## config.mk

```make
export PLATFORM = sky130hd
export DESIGN_NAME = hsl_to_rgb_converter
export DESIGN_NICKNAME = d
export VERILOG_FILES = /design/src/rtl/core/hsl_pkg.sv /design/src/rtl/core/hsl_to_rgb_converter.sv
export SDC_FILE = /design/constraint.sdc
export NUM_CORES = 2
export LEC_CHECK = 0
export BUFFER_PORTS_ARGS = -buffer_cell sky130_fd_sc_hd__clkbuf_2
export CORE_MARGIN = 3
export CORE_UTILIZATION = 40
export DETAILED_ROUTE_END_ITERATION = 8
export GPL_ROUTABILITY_DRIVEN = 0
export PLACE_DENSITY_LB_ADDON = 0.08
export SLEW_MARGIN = 20
export SYNTH_ARGS = -nofsm -noshare
export SYNTH_HDL_FRONTEND = slang
export SYNTH_SLANG_ARGS = --single-unit
```

## constraint.sdc

```tcl
create_clock -name clock -period 17 [get_ports clock]
set_input_delay 2.55 -clock clock [delete_from_list [all_inputs] [get_ports clock]]
set_output_delay 2.55 -clock clock [all_outputs]
set_load 0.05 [all_outputs]
```

## src/rtl/core/hsl_pkg.sv

```systemverilog
// Package for the HSL to RGB converter: widths, scaling constants and the
// sextant type. No dependencies.
package hsl_pkg;

   localparam int unsigned HueWidth     = 9;
   localparam int unsigned PctWidth     = 7;
   localparam int unsigned ChanWidth    = 8;
   localparam int unsigned SextWidth    = 3;
   localparam int unsigned OffWidth     = 6;
   localparam int unsigned ChromaWidth  = 14;
   localparam int unsigned UnitWidth    = 20;
   localparam int unsigned SumWidth     = 21;
   localparam int unsigned ScaledWidth  = 26;
   localparam int unsigned RecipWidth   = 19;
   localparam int unsigned RecipShift   = 28;
   localparam int unsigned FracShift    = 6;
   localparam int unsigned Depth        = 6;

   localparam int unsigned HueFull      = 360;
   localparam int unsigned DegSextant   = 60;
   localparam int unsigned PctFull      = 100;
   localparam int unsigned ChanMax      = 255;
   localparam int unsigned UnitDen      = 600000;
   localparam int unsigned UnitPerPct   = UnitDen / PctFull;
   localparam int unsigned HalfSextant  = DegSextant / 2;
   // (v*510 + 600000) / 1200000 reduced by 30, then /64 and /625
   localparam int unsigned ScaleMul     = (2 * ChanMax) / 30;
   localparam int unsigned ScaleBias    = UnitDen / 30;
   localparam int unsigned ScaleDivOdd  = (2 * UnitDen / 30) / (1 << FracShift);
   localparam int unsigned RecipMul     =
      ((1 << RecipShift) + ScaleDivOdd - 1) / ScaleDivOdd;

   typedef logic [SextWidth-1:0] sext_type;

   localparam sext_type SextRedYellow    = SextWidth'(0);
   localparam sext_type SextYellowGreen  = SextWidth'(1);
   localparam sext_type SextGreenCyan    = SextWidth'(2);
   localparam sext_type SextCyanBlue     = SextWidth'(3);
   localparam sext_type SextBlueMagenta  = SextWidth'(4);
   localparam sext_type SextMagentaRed   = SextWidth'(5);

   typedef struct packed {
      logic [UnitWidth-1:0] c_u;
      logic [UnitWidth-1:0] x_u;
      logic [UnitWidth-1:0] m_u;
   } terms_type;

endpackage

```

## src/rtl/core/hsl_to_rgb_converter.sv

```systemverilog
// HSL to RGB converter top level: six-stage pipeline, one item per clock.
// Depends on hsl_pkg.
//
// One colour is taken per clock (start while busy is low) and its RGB result
// appears on rsp_red/green/blue with rsp_valid high for one cycle, after passing
// through the six pipeline stages; busy is never raised as the result side cannot
// stall and the pipeline has no loop. Hue wraps modulo 360, percentages above 100
// count as 100, channels are rounded half up.
module hsl_to_rgb_converter (
   input  logic                            clock,
   input  logic                            reset,
   input  logic                            start,
   output logic                            busy,
   input  logic [hsl_pkg::HueWidth-1:0]    req_hue_deg,
   input  logic [hsl_pkg::PctWidth-1:0]    req_sat_pct,
   input  logic [hsl_pkg::PctWidth-1:0]    req_light_pct,
   output logic                            rsp_valid,
   output logic [hsl_pkg::ChanWidth-1:0]   rsp_red,
   output logic [hsl_pkg::ChanWidth-1:0]   rsp_green,
   output logic [hsl_pkg::ChanWidth-1:0]   rsp_blue
);
   import hsl_pkg::*;

   logic [Depth-1:0] valid_ff, valid_in;

   // stage 1: wrap, clamp, sextant
   logic [HueWidth-1:0]  hue_w;
   logic [PctWidth-1:0]  sat_w, lit_w, dist_w;
   logic [PctWidth:0]    lit2_w;
   logic [HueWidth-1:0]  base_w;
   logic [OffWidth-1:0]  off_w;
   sext_type             sext_in;
   logic [OffWidth-1:0]  xf_in;
   logic [PctWidth-1:0]  cl_in;
   sext_type             s1_sext_ff;
   logic [OffWidth-1:0]  s1_xf_ff;
   logic [PctWidth-1:0]  s1_cl_ff, s1_sat_ff, s1_lit_ff;

   // stage 2: chroma
   logic [ChromaWidth-1:0] cn_in, s2_cn_ff;
   sext_type               s2_sext_ff;
   logic [OffWidth-1:0]    s2_xf_ff;
   logic [PctWidth-1:0]    s2_lit_ff;

   // stage 3: C, X, m
   terms_type terms_in, s3_terms_ff;
   sext_type  s3_sext_ff;

   // stage 4: channel sums
   logic [SumWidth-1:0] r_in, g_in, b_in, s4_r_ff, s4_g_ff, s4_b_ff;
   logic [UnitWidth-1:0] r_sel, g_sel, b_sel;

   // stage 5: scale and drop low bits
   logic [ScaledWidth-FracShift-1:0] a_r_in, a_g_in, a_b_in, s5_r_ff, s5_g_ff, s5_b_ff;

   // stage 6: reciprocal multiply
   logic [ChanWidth-1:0] q_r_in, q_g_in, q_b_in;
   logic [ChanWidth-1:0] rsp_red_ff, rsp_green_ff, rsp_blue_ff;

   function automatic logic [ScaledWidth-FracShift-1:0] scale_down(
      input logic [SumWidth-1:0] v);
      logic [ScaledWidth-1:0] n;
      n = ScaledWidth'(v) * ScaledWidth'(ScaleMul) + ScaledWidth'(ScaleBias);
      return n[ScaledWidth-1:FracShift];
   endfunction

   function automatic logic [ChanWidth-1:0] recip_div(
      input logic [ScaledWidth-FracShift-1:0] a);
      logic [ScaledWidth-FracShift+RecipWidth-1:0] p;
      logic [ScaledWidth-FracShift+RecipWidth-RecipShift-1:0] q;
      p = (ScaledWidth-FracShift+RecipWidth)'(a)
          * (ScaledWidth-FracShift+RecipWidth)'(RecipMul);
      q = p[ScaledWidth-FracShift+RecipWidth-1:RecipShift];
      return (q > ChanMax) ? ChanWidth'(ChanMax) : q[ChanWidth-1:0];
   endfunction

   assign busy = 1'b0;
   assign valid_in = {valid_ff[Depth-2:0], start & ~busy};

   always_comb begin
      hue_w = (req_hue_deg >= HueWidth'(HueFull)) ? req_hue_deg - HueWidth'(HueFull)
                                                  : req_hue_deg;
      sat_w = (req_sat_pct > PctWidth'(PctFull)) ? PctWidth'(PctFull) : req_sat_pct;
      lit_w = (req_light_pct > PctWidth'(PctFull)) ? PctWidth'(PctFull) : req_light_pct;
      sext_in = '0;
      for (int k = 1; k < 6; k++) begin
         if (hue_w >= HueWidth'(k * DegSextant)) sext_in = SextWidth'(k);
      end
      base_w = HueWidth'(sext_in) * HueWidth'(DegSextant);
      off_w  = OffWidth'(hue_w - base_w);
      xf_in  = sext_in[0] ? OffWidth'(DegSextant) - off_w : off_w;
      lit2_w = {lit_w, 1'b0};
      dist_w = (lit2_w >= (PctWidth+1)'(PctFull)) ? PctWidth'(lit2_w - (PctWidth+1)'(PctFull))
                                                 : PctWidth'((PctWidth+1)'(PctFull) - lit2_w);
      cl_in  = PctWidth'(PctFull) - dist_w;
   end

   assign cn_in = ChromaWidth'(s1_cl_ff) * ChromaWidth'(s1_sat_ff);

   always_comb begin
      terms_in.c_u = UnitWidth'(s2_cn_ff) * UnitWidth'(DegSextant);
      terms_in.x_u = UnitWidth'(s2_cn_ff) * UnitWidth'(s2_xf_ff);
      terms_in.m_u = UnitWidth'(s2_lit_ff) * UnitWidth'(UnitPerPct)
                     - UnitWidth'(s2_cn_ff) * UnitWidth'(HalfSextant);
   end

   always_comb begin
      case (s3_sext_ff)
         SextRedYellow: begin
            r_sel = s3_terms_ff.c_u; g_sel = s3_terms_ff.x_u; b_sel = '0;
         end
         SextYellowGreen: begin
            r_sel = s3_terms_ff.x_u; g_sel = s3_terms_ff.c_u; b_sel = '0;
         end
         SextGreenCyan: begin
            r_sel = '0; g_sel = s3_terms_ff.c_u; b_sel = s3_terms_ff.x_u;
         end
         SextCyanBlue: begin
            r_sel = '0; g_sel = s3_terms_ff.x_u; b_sel = s3_terms_ff.c_u;
         end
         SextBlueMagenta: begin
            r_sel = s3_terms_ff.x_u; g_sel = '0; b_sel = s3_terms_ff.c_u;
         end
         SextMagentaRed: begin
            r_sel = s3_terms_ff.c_u; g_sel = '0; b_sel = s3_terms_ff.x_u;
         end
         default: begin
            r_sel = '0; g_sel = '0; b_sel = '0;
         end
      endcase
      r_in = SumWidth'(r_sel) + SumWidth'(s3_terms_ff.m_u);
      g_in = SumWidth'(g_sel) + SumWidth'(s3_terms_ff.m_u);
      b_in = SumWidth'(b_sel) + SumWidth'(s3_terms_ff.m_u);
   end

   assign a_r_in = scale_down(s4_r_ff);
   assign a_g_in = scale_down(s4_g_ff);
   assign a_b_in = scale_down(s4_b_ff);
   assign q_r_in = recip_div(s5_r_ff);
   assign q_g_in = recip_div(s5_g_ff);
   assign q_b_in = recip_div(s5_b_ff);

   always_ff @(posedge clock) begin
      if (reset) begin
         valid_ff <= '0;
      end else begin
         valid_ff <= valid_in;
      end
   end

   always_ff @(posedge clock) begin
      s1_sext_ff   <= sext_in;
      s1_xf_ff     <= xf_in;
      s1_cl_ff     <= cl_in;
      s1_sat_ff    <= sat_w;
      s1_lit_ff    <= lit_w;
      s2_cn_ff     <= cn_in;
      s2_sext_ff   <= s1_sext_ff;
      s2_xf_ff     <= s1_xf_ff;
      s2_lit_ff    <= s1_lit_ff;
      s3_terms_ff  <= terms_in;
      s3_sext_ff   <= s2_sext_ff;
      s4_r_ff      <= r_in;
      s4_g_ff      <= g_in;
      s4_b_ff      <= b_in;
      s5_r_ff      <= a_r_in;
      s5_g_ff      <= a_g_in;
      s5_b_ff      <= a_b_in;
      rsp_red_ff   <= q_r_in;
      rsp_green_ff <= q_g_in;
      rsp_blue_ff  <= q_b_in;
   end

   assign rsp_valid = valid_ff[Depth-1];
   assign rsp_red   = rsp_red_ff;
   assign rsp_green = rsp_green_ff;
   assign rsp_blue  = rsp_blue_ff;

   a_latency : assert property (@(posedge clock) disable iff (reset)
      start |-> ##6 rsp_valid)
      else $error("item lost in pipeline");

   a_x_le_c : assert property (@(posedge clock) disable iff (reset)
      valid_ff[2] |-> s3_terms_ff.x_u <= s3_terms_ff.c_u)
      else $error("X exceeds chroma");

   a_unit_range : assert property (@(posedge clock) disable iff (reset)
      valid_ff[3] |-> (s4_r_ff <= SumWidth'(UnitDen)) && (s4_g_ff <= SumWidth'(UnitDen))
                      && (s4_b_ff <= SumWidth'(UnitDen)))
      else $error("channel sum out of range");

   a_grey : assert property (@(posedge clock) disable iff (reset)
      valid_ff[1] && s2_cn_ff == '0 |-> ##4 (rsp_red == rsp_green) && (rsp_green == rsp_blue))
      else $error("grey item not neutral");

endmodule

```

Word-level counts from Yosys, hierarchy flattened

Index checks and enable logic that the tools add are counted.

Flip-flop bits (word level): 274
Bits in latches: 0
Bits in writable memories: 0
Bits in read-only memories: 0
Bits of input ports: 26
Output and inout port bits: 26
Logic and storage cells: 84
Memories: 0

Add/subtract/negate cells: 13
$mul: 12
Divide/modulo/power cells: 0
Order comparisons: 12
Eq/ne operators: 5
Shift operators: 0
Mux-type cells: 12
Bitwise logic cells: 0
Reduce and logical (&&, ||, !) cells: 7

Operators by type and width:

| cell                                                                             | count |
|---|---|
| 20-bit case mux with 2 select lines                                              | 3 |
| 20-bit by 19-bit multiplier with 39-bit output, second input constant            | 3 |
| 26-bit by 15-bit adder with 26-bit output, second input constant                 | 3 |
| 21-bit by 5-bit multiplier with 26-bit output, second input constant             | 3 |
| 20-bit by 20-bit adder with 21-bit output                                        | 3 |
| 14-bit by 4-bit multiplier with 18-bit output, second input constant             | 2 |
| 11-bit by 8-bit greater-than comparator with 1-bit output, second input constant | 3 |
| 14-bit by 6-bit multiplier with 20-bit output                                    | 1 |
| 20-bit by 19-bit subtractor with 20-bit output                                   | 1 |
| 9-bit by 8-bit >= comparator with 1-bit output, second input constant            | 2 |
| 9-bit >= comparator, second input constant                                       | 2 |
| 7-bit by 9-bit multiplier with 16-bit output, second input constant              | 1 |
| 7-bit greater-than comparator, second input constant                             | 2 |
| 7-bit by 7-bit multiplier with 14-bit output                                     | 1 |
| 7-bit 2-to-1 mux                                                                 | 2 |
| 7-bit subtractor, first input constant                                           | 2 |
| 2-bit OR reduction                                                               | 6 |
| 9-bit by 6-bit >= comparator with 1-bit output, second input constant            | 1 |
| 9-bit by 7-bit >= comparator with 1-bit output, second input constant            | 1 |
| 9-bit 2-to-1 mux                                                                 | 1 |
| 9-bit subtractor, second input constant                                          | 1 |
| 8-bit by 7-bit >= comparator with 1-bit output, second input constant            | 1 |
| 7-bit subtractor, second input constant                                          | 1 |
| 3-bit by 2-bit == test with 1-bit output, second input constant                  | 2 |
| 10 further kinds                                                                 | 13 |

Depth between registers and ports, before layout

Word-level depth: 12
Depth in mapped cells: 22
Mapped depth without buffers: 22

Worst setup path before layout

OpenSTA, ideal clock, no wires.

Path type: input to register
Start point: in req_hue_deg[4] (netlist bit)
End point: reg s1_xf_ff[5]
Setup time: 72 ps
Arrival time: 6364 ps
Data required time: 16928 ps
Setup slack: 10563 ps
Stages on the path: 17
Path buffers: 0
Path through: inv_1 -> ha_1 -> or4b_4 -> a21oi_4 -> o21ai_4 -> mux2i_1 -> a22o_2 -> a2111oi_2 -> o32ai_4 -> fa_1 -> ha_1 -> inv_1 -> ha_1 -> xor2_1 -> or2b_1 -> o21ai_2 -> xnor2_1

Longest elaborated chain between the ends: 12
Elaborated cells on any way between the ends: 17

Ends and longest elaborated chain:

| item                                                           | RTL line                    | RTL |
|---|---|---|
| start: declaration                                             | hsl_to_rgb_converter.sv:14  | `input logic [hsl_pkg::HueWidth-1:0] req_hue_deg,` |
| 9-bit subtractor / 9-bit >= comparator (equally long branches) | hsl_to_rgb_converter.sv:81  | `hue_w = (req_hue_deg >= HueWidth'(HueFull)) ? req_hue_deg - HueWidth'(HueFull)` |
| 9-bit 2-to-1 mux *                                             | hsl_to_rgb_converter.sv:81  |  |
| 9-bit by 6-bit >= comparator with 1-bit output                 | hsl_to_rgb_converter.sv:87  | `if (hue_w >= HueWidth'(k * DegSextant)) sext_in = SextWidth'(k);` |
| 1-bit 2-to-1 mux                                               | hsl_to_rgb_converter.sv:87  |  |
| 2-bit 2-to-1 mux (2 in a row)                                  | hsl_to_rgb_converter.sv:87  |  |
| 3-bit 2-to-1 mux                                               | hsl_to_rgb_converter.sv:87  |  |
| 3-bit 2-to-1 mux *                                             | hsl_to_rgb_converter.sv:87  |  |
| 3-bit by 4-bit multiplier with 4-bit output *                  | hsl_to_rgb_converter.sv:89  | `base_w = HueWidth'(sext_in) * HueWidth'(DegSextant);` |
| named net base_w[2]                                            | hsl_to_rgb_converter.sv:30  | `logic [HueWidth-1:0] base_w;` |
| 6-bit subtractor *                                             | hsl_to_rgb_converter.sv:90  | `off_w = OffWidth'(hue_w - base_w);` |
| 6-bit subtractor                                               | hsl_to_rgb_converter.sv:91  | `xf_in = sext_in[0] ? OffWidth'(DegSextant) - off_w : off_w;` |
| 6-bit 2-to-1 mux *                                             | hsl_to_rgb_converter.sv:91  |  |
| named net xf_in[5]                                             | hsl_to_rgb_converter.sv:33  | `logic [OffWidth-1:0] xf_in;` |
| end signal: assignment                                         | hsl_to_rgb_converter.sv:153 | `s1_xf_ff <= xf_in;` |
| end: declaration                                               | hsl_to_rgb_converter.sv:36  | `logic [OffWidth-1:0] s1_xf_ff;` |

Mark *: on every way through the listed nets, which the timed path passes. The rest lies on a longest branch.
A chain may end at the register's enable or synchronous reset.

Worst setup path after layout

Start point: reg s5_r_ff[10]
End point: reg rsp_red_ff[4] (netlist: rsp_red[4])

Longest elaborated chain between the ends: 2

Ends and longest elaborated chain:

| item                                                      | RTL line                    | RTL |
|---|---|---|
| start: declaration                                        | hsl_to_rgb_converter.sv:54  | `logic [ScaledWidth-FracShift-1:0] a_r_in, a_g_in, a_b_in, s5_r_ff, s5_g_ff, s5_b_ff;` |
| start signal: assignment                                  | hsl_to_rgb_converter.sv:166 | `s5_r_ff <= a_r_in;` |
| 20-bit by 19-bit multiplier with 39-bit output *          | hsl_to_rgb_converter.sv:72  | `* (ScaledWidth-FracShift+RecipWidth)'(RecipMul);` |
| 11-bit by 8-bit greater-than comparator with 1-bit output | hsl_to_rgb_converter.sv:74  | `return (q > ChanMax) ? ChanWidth'(ChanMax) : q[ChanWidth-1:0];` |
| end signal: assignment                                    | hsl_to_rgb_converter.sv:169 | `rsp_red_ff <= q_r_in;` |
| end: declaration                                          | hsl_to_rgb_converter.sv:58  | `logic [ChanWidth-1:0] rsp_red_ff, rsp_green_ff, rsp_blue_ff;` |

Every way passes the cells marked *; elsewhere a longest branch is shown, timed or not.

==> qor.yml <==
drt:
  post_drt_wl_per_cell_um: 15.4
  drt_pre_antenna_iters: 6
  routed-via-count: 25700
  via_per_inst: 4.69
  route.detailed.drc: 0
  drt_iter0_drc: 874
  routed_wl_mm: 84.7
  ant_nets: 0
sta:
  finalHoldViolCount: 0
  slew_headroom_pct: 39.0
  report.final.slew_viol_count: 0
  skew_ns: 0.0284
  rsz0062_at_grt: "no"
  finalWorstPathRequiredPeriod_ns: 6.53
  worst_slack_ns: 10.47
  period_share_pct: 38.4
  setup_tns_ns: 0
  clock.fmax_mhz: 153
  finalSetupViolCount: 0
  worst_pin_slew_ns: 0.893
global_route:
  grt_max_degree: 20
  grt-ovfl-total: 0
  grt_pass1_wl_mm: 144
  antenna_found_initial: 1
  grt_usage_pct: 17.6
  grt_pass1_vias: 27600
logic_synthesis:
  async_flop_share_pct: 0
  ys_seq_elements: 263
  synth_cell_type_count: 85
  syn_nets: 5496
  synth_top_cells_by_count: "inv_1, ha_1, fa_1"
  synthCells: 4121
  synth-edff-count: 0
  synth_flop_cell: "dfxtp_1"
  synth.most_common_cell: "inv_1"
  synth_area_leaders: "fa_1, ha_1, dfxtp_1"
  netlist_area_mm2: 0.0390
  ys_seq_area_share_pct: 13.5
  synth_top_area_share_pct: 27.7
  synth_top_area_cell: "fa_1"
  synth.avg_cell_area_um2: 9.46
  yosys_warnings: 0
critical_path:
  path_cells: "ha_1 -> inv_1 -> fa_1 -> fa_1 -> inv_1 -> fa_1 -> fa_1 -> inv_1 -> fa_1 -> inv_1 -> ha_1 -> a21oi_1 -> nand2_1 -> a2111oi_0 -> or3_1 -> a31oi_2 -> o211ai_1 -> nand3b_1 -> a21oi_1 -> o22ai_1"
  reg2reg_depth: 20
  cp.arrival_ns: 6.98
  cp.required_ns: 17.45
  crit_buf_inv: 4
  crit_path_frequent_cell: "fa_1"
  cp.depth: 20
  cp_slowest_stage_delay_ns: 0.77
  crit_path_top_delay_cell: "a2111oi_0"
  critPathLaunchType: "register"
  crit_family: "adder cells"
  crit_fanout: 8
  path_class: "reg -> reg"
  crit_path_end_kind: "register"
clock_network:
  clockBufferDepth: 3
  cts_made_buffers: 38
  holdBufCountCts: 0
  ctsResizeCount: 0
  path_clk_slew_ns: 0.06
  post_cts_buffers: 0
  clock_latency_ns: 0.60
  cts_tree: "built"
  cts_sinks: 263
  htree_num_levels: 2
  root_buffer: "clkbuf_16"
finish:
  nets: 5566
  fin_area_mm2: 0.0421
  area_growth_pct: 7.97
  final_util_pct: 43.9
  drive_above_1_share_pct: 3.82
  antenna_cells: 0
die:
  start_util_pct: 40.7
  rows: 113
  die_w_um: 318
  die-area_mm2: 0.101
  io_pins: 52
  coreArea_mm2: 0.0959
  die_h_um: 318
placed_design:
  placed_cell_area_mm2: 0.0407
  dp_hpwl_mm: 74.1
  pre_cts_ws_ns: 10.15
  io_buffers: 50
flow_run:
  maxCapViolCount: 0
run_status:
  status: "complete, no violations"
worst_hold_path:
  hp-class: "reg -> reg"
  hold_depth: 0
-- cell usage in the layout, fill, tap and decap left out, types with 9 or more instances in the layout --
master	Yosys	routed
inv_1	1135	1135
ha_1	809	809
fa_1	540	540
dfxtp_1	263	263
nand2_1	182	182
nor2_1	157	156
xnor2_1	137	137
a21oi_1	123	123
and2_1	70	70
o21ai_0	68	68
xor2_1	67	67
a21o_1	52	52
clkbuf_2	0	50
nand3_1	49	49
a22o_1	49	49
nor3_1	38	38
clkbuf_16	0	38
o21bai_1	30	30
or3_1	29	29
nand2b_1	27	27
nor2b_1	24	22
o21a_1	22	22
and3_1	20	20
o21ai_1	19	19
a211oi_1	18	18
or2_2	15	15
o211ai_1	14	14
o31ai_1	10	10
a22oi_1	9	9
a311oi_1	9	9
-- layout make-up --
| type | count | area, µm² |
|---|---|---|
| flip-flops and latches | 263 | 5270 |
| inverters | 1136 | 4260 |
| repair buffers | 53 | 273 |
| clock buffers | 48 | 1040 |
| well taps | 1265 | 1580 |
| fillers | 9580 | 53800 |
| clock inverters | 18 | 302 |
| multi-input cells | 2699 | 29400 |
-- logic make-up (layout without fill, tap and decap cells) --
group                      after synthesis  count (layout)  synth area share [%]
adders and majority gates             1350            1350                  53.7
DFF                                    263             263                  13.5
AOI/OAI and AO/OA                      497             497                  8.84
muxes                                    5               5                 0.141
and+or+nand+nor                        642             642                  8.00
other                                    1               1               0.00962
xor gates and xnor gates               204             204                  4.58
buffers and inverters                 1159            1255                  11.2
-- sequential cells by signal, summed over array words and instances, names as in the netlist, 7 cells and up --
| name | cells |
|---|---|
| rsp_blue | 8 |
| s5_g_ff | 20 |
| rsp_green | 8 |
| s4_b_ff | 20 |
| s1_sat_ff | 7 |
| s2_lit_ff | 7 |
| s3_terms_ff | 53 |
| rsp_red | 8 |
| s4_g_ff | 20 |
| s5_b_ff | 20 |
| s2_cn_ff | 13 |
| s1_lit_ff | 7 |
| s5_r_ff | 20 |
| s4_r_ff | 20 |
-- metal layers --
| layer | global-route usage, % | vias to the layer above | share of wire, % |
|---|---|---|---|
| met5 | 0 | - | 0 |
| met1 | 25.2 | 12300 | 51 |
| met2 | 28.9 | 212 | 46 |
| li1 | - | 13100 | - |
| met4 | 3.06 | 0 | 1.4 |
| met3 | 1.79 | 75 | 2.2 |
-- final timing paths --
| path | end | from | slack [ns] |
|---|---|---|---|
| max | rsp_red[4]$_SDFF_PN1_ | s5_r_ff[10]$_DFF_P_ | 10.47 |
| min | s2_lit_ff[3]$_DFF_P_ | s1_lit_ff[3]$_DFF_P_ | 0.32 |
| max reg2reg | rsp_red[4]$_SDFF_PN1_ | s5_r_ff[10]$_DFF_P_ | 10.47 |
| min reg2reg | s2_lit_ff[3]$_DFF_P_ | s1_lit_ff[3]$_DFF_P_ | 0.32 |
-- metrics by stage --
step / instances / hold slack [ns]
2_1_floorplan: 4121 / 0.310
4_1_cts: 5482 / 0.325
3_3_place_gp: 5416 / 0.311
5_1_grt: 5482 / 0.329
3_5_place_dp: 5416 / 0.313
6_report: 5482 / 0.324
Power is left out: the tool's default activity adds up to more than one toggle a clock period on the data nets, which glitch-free logic cannot reach.
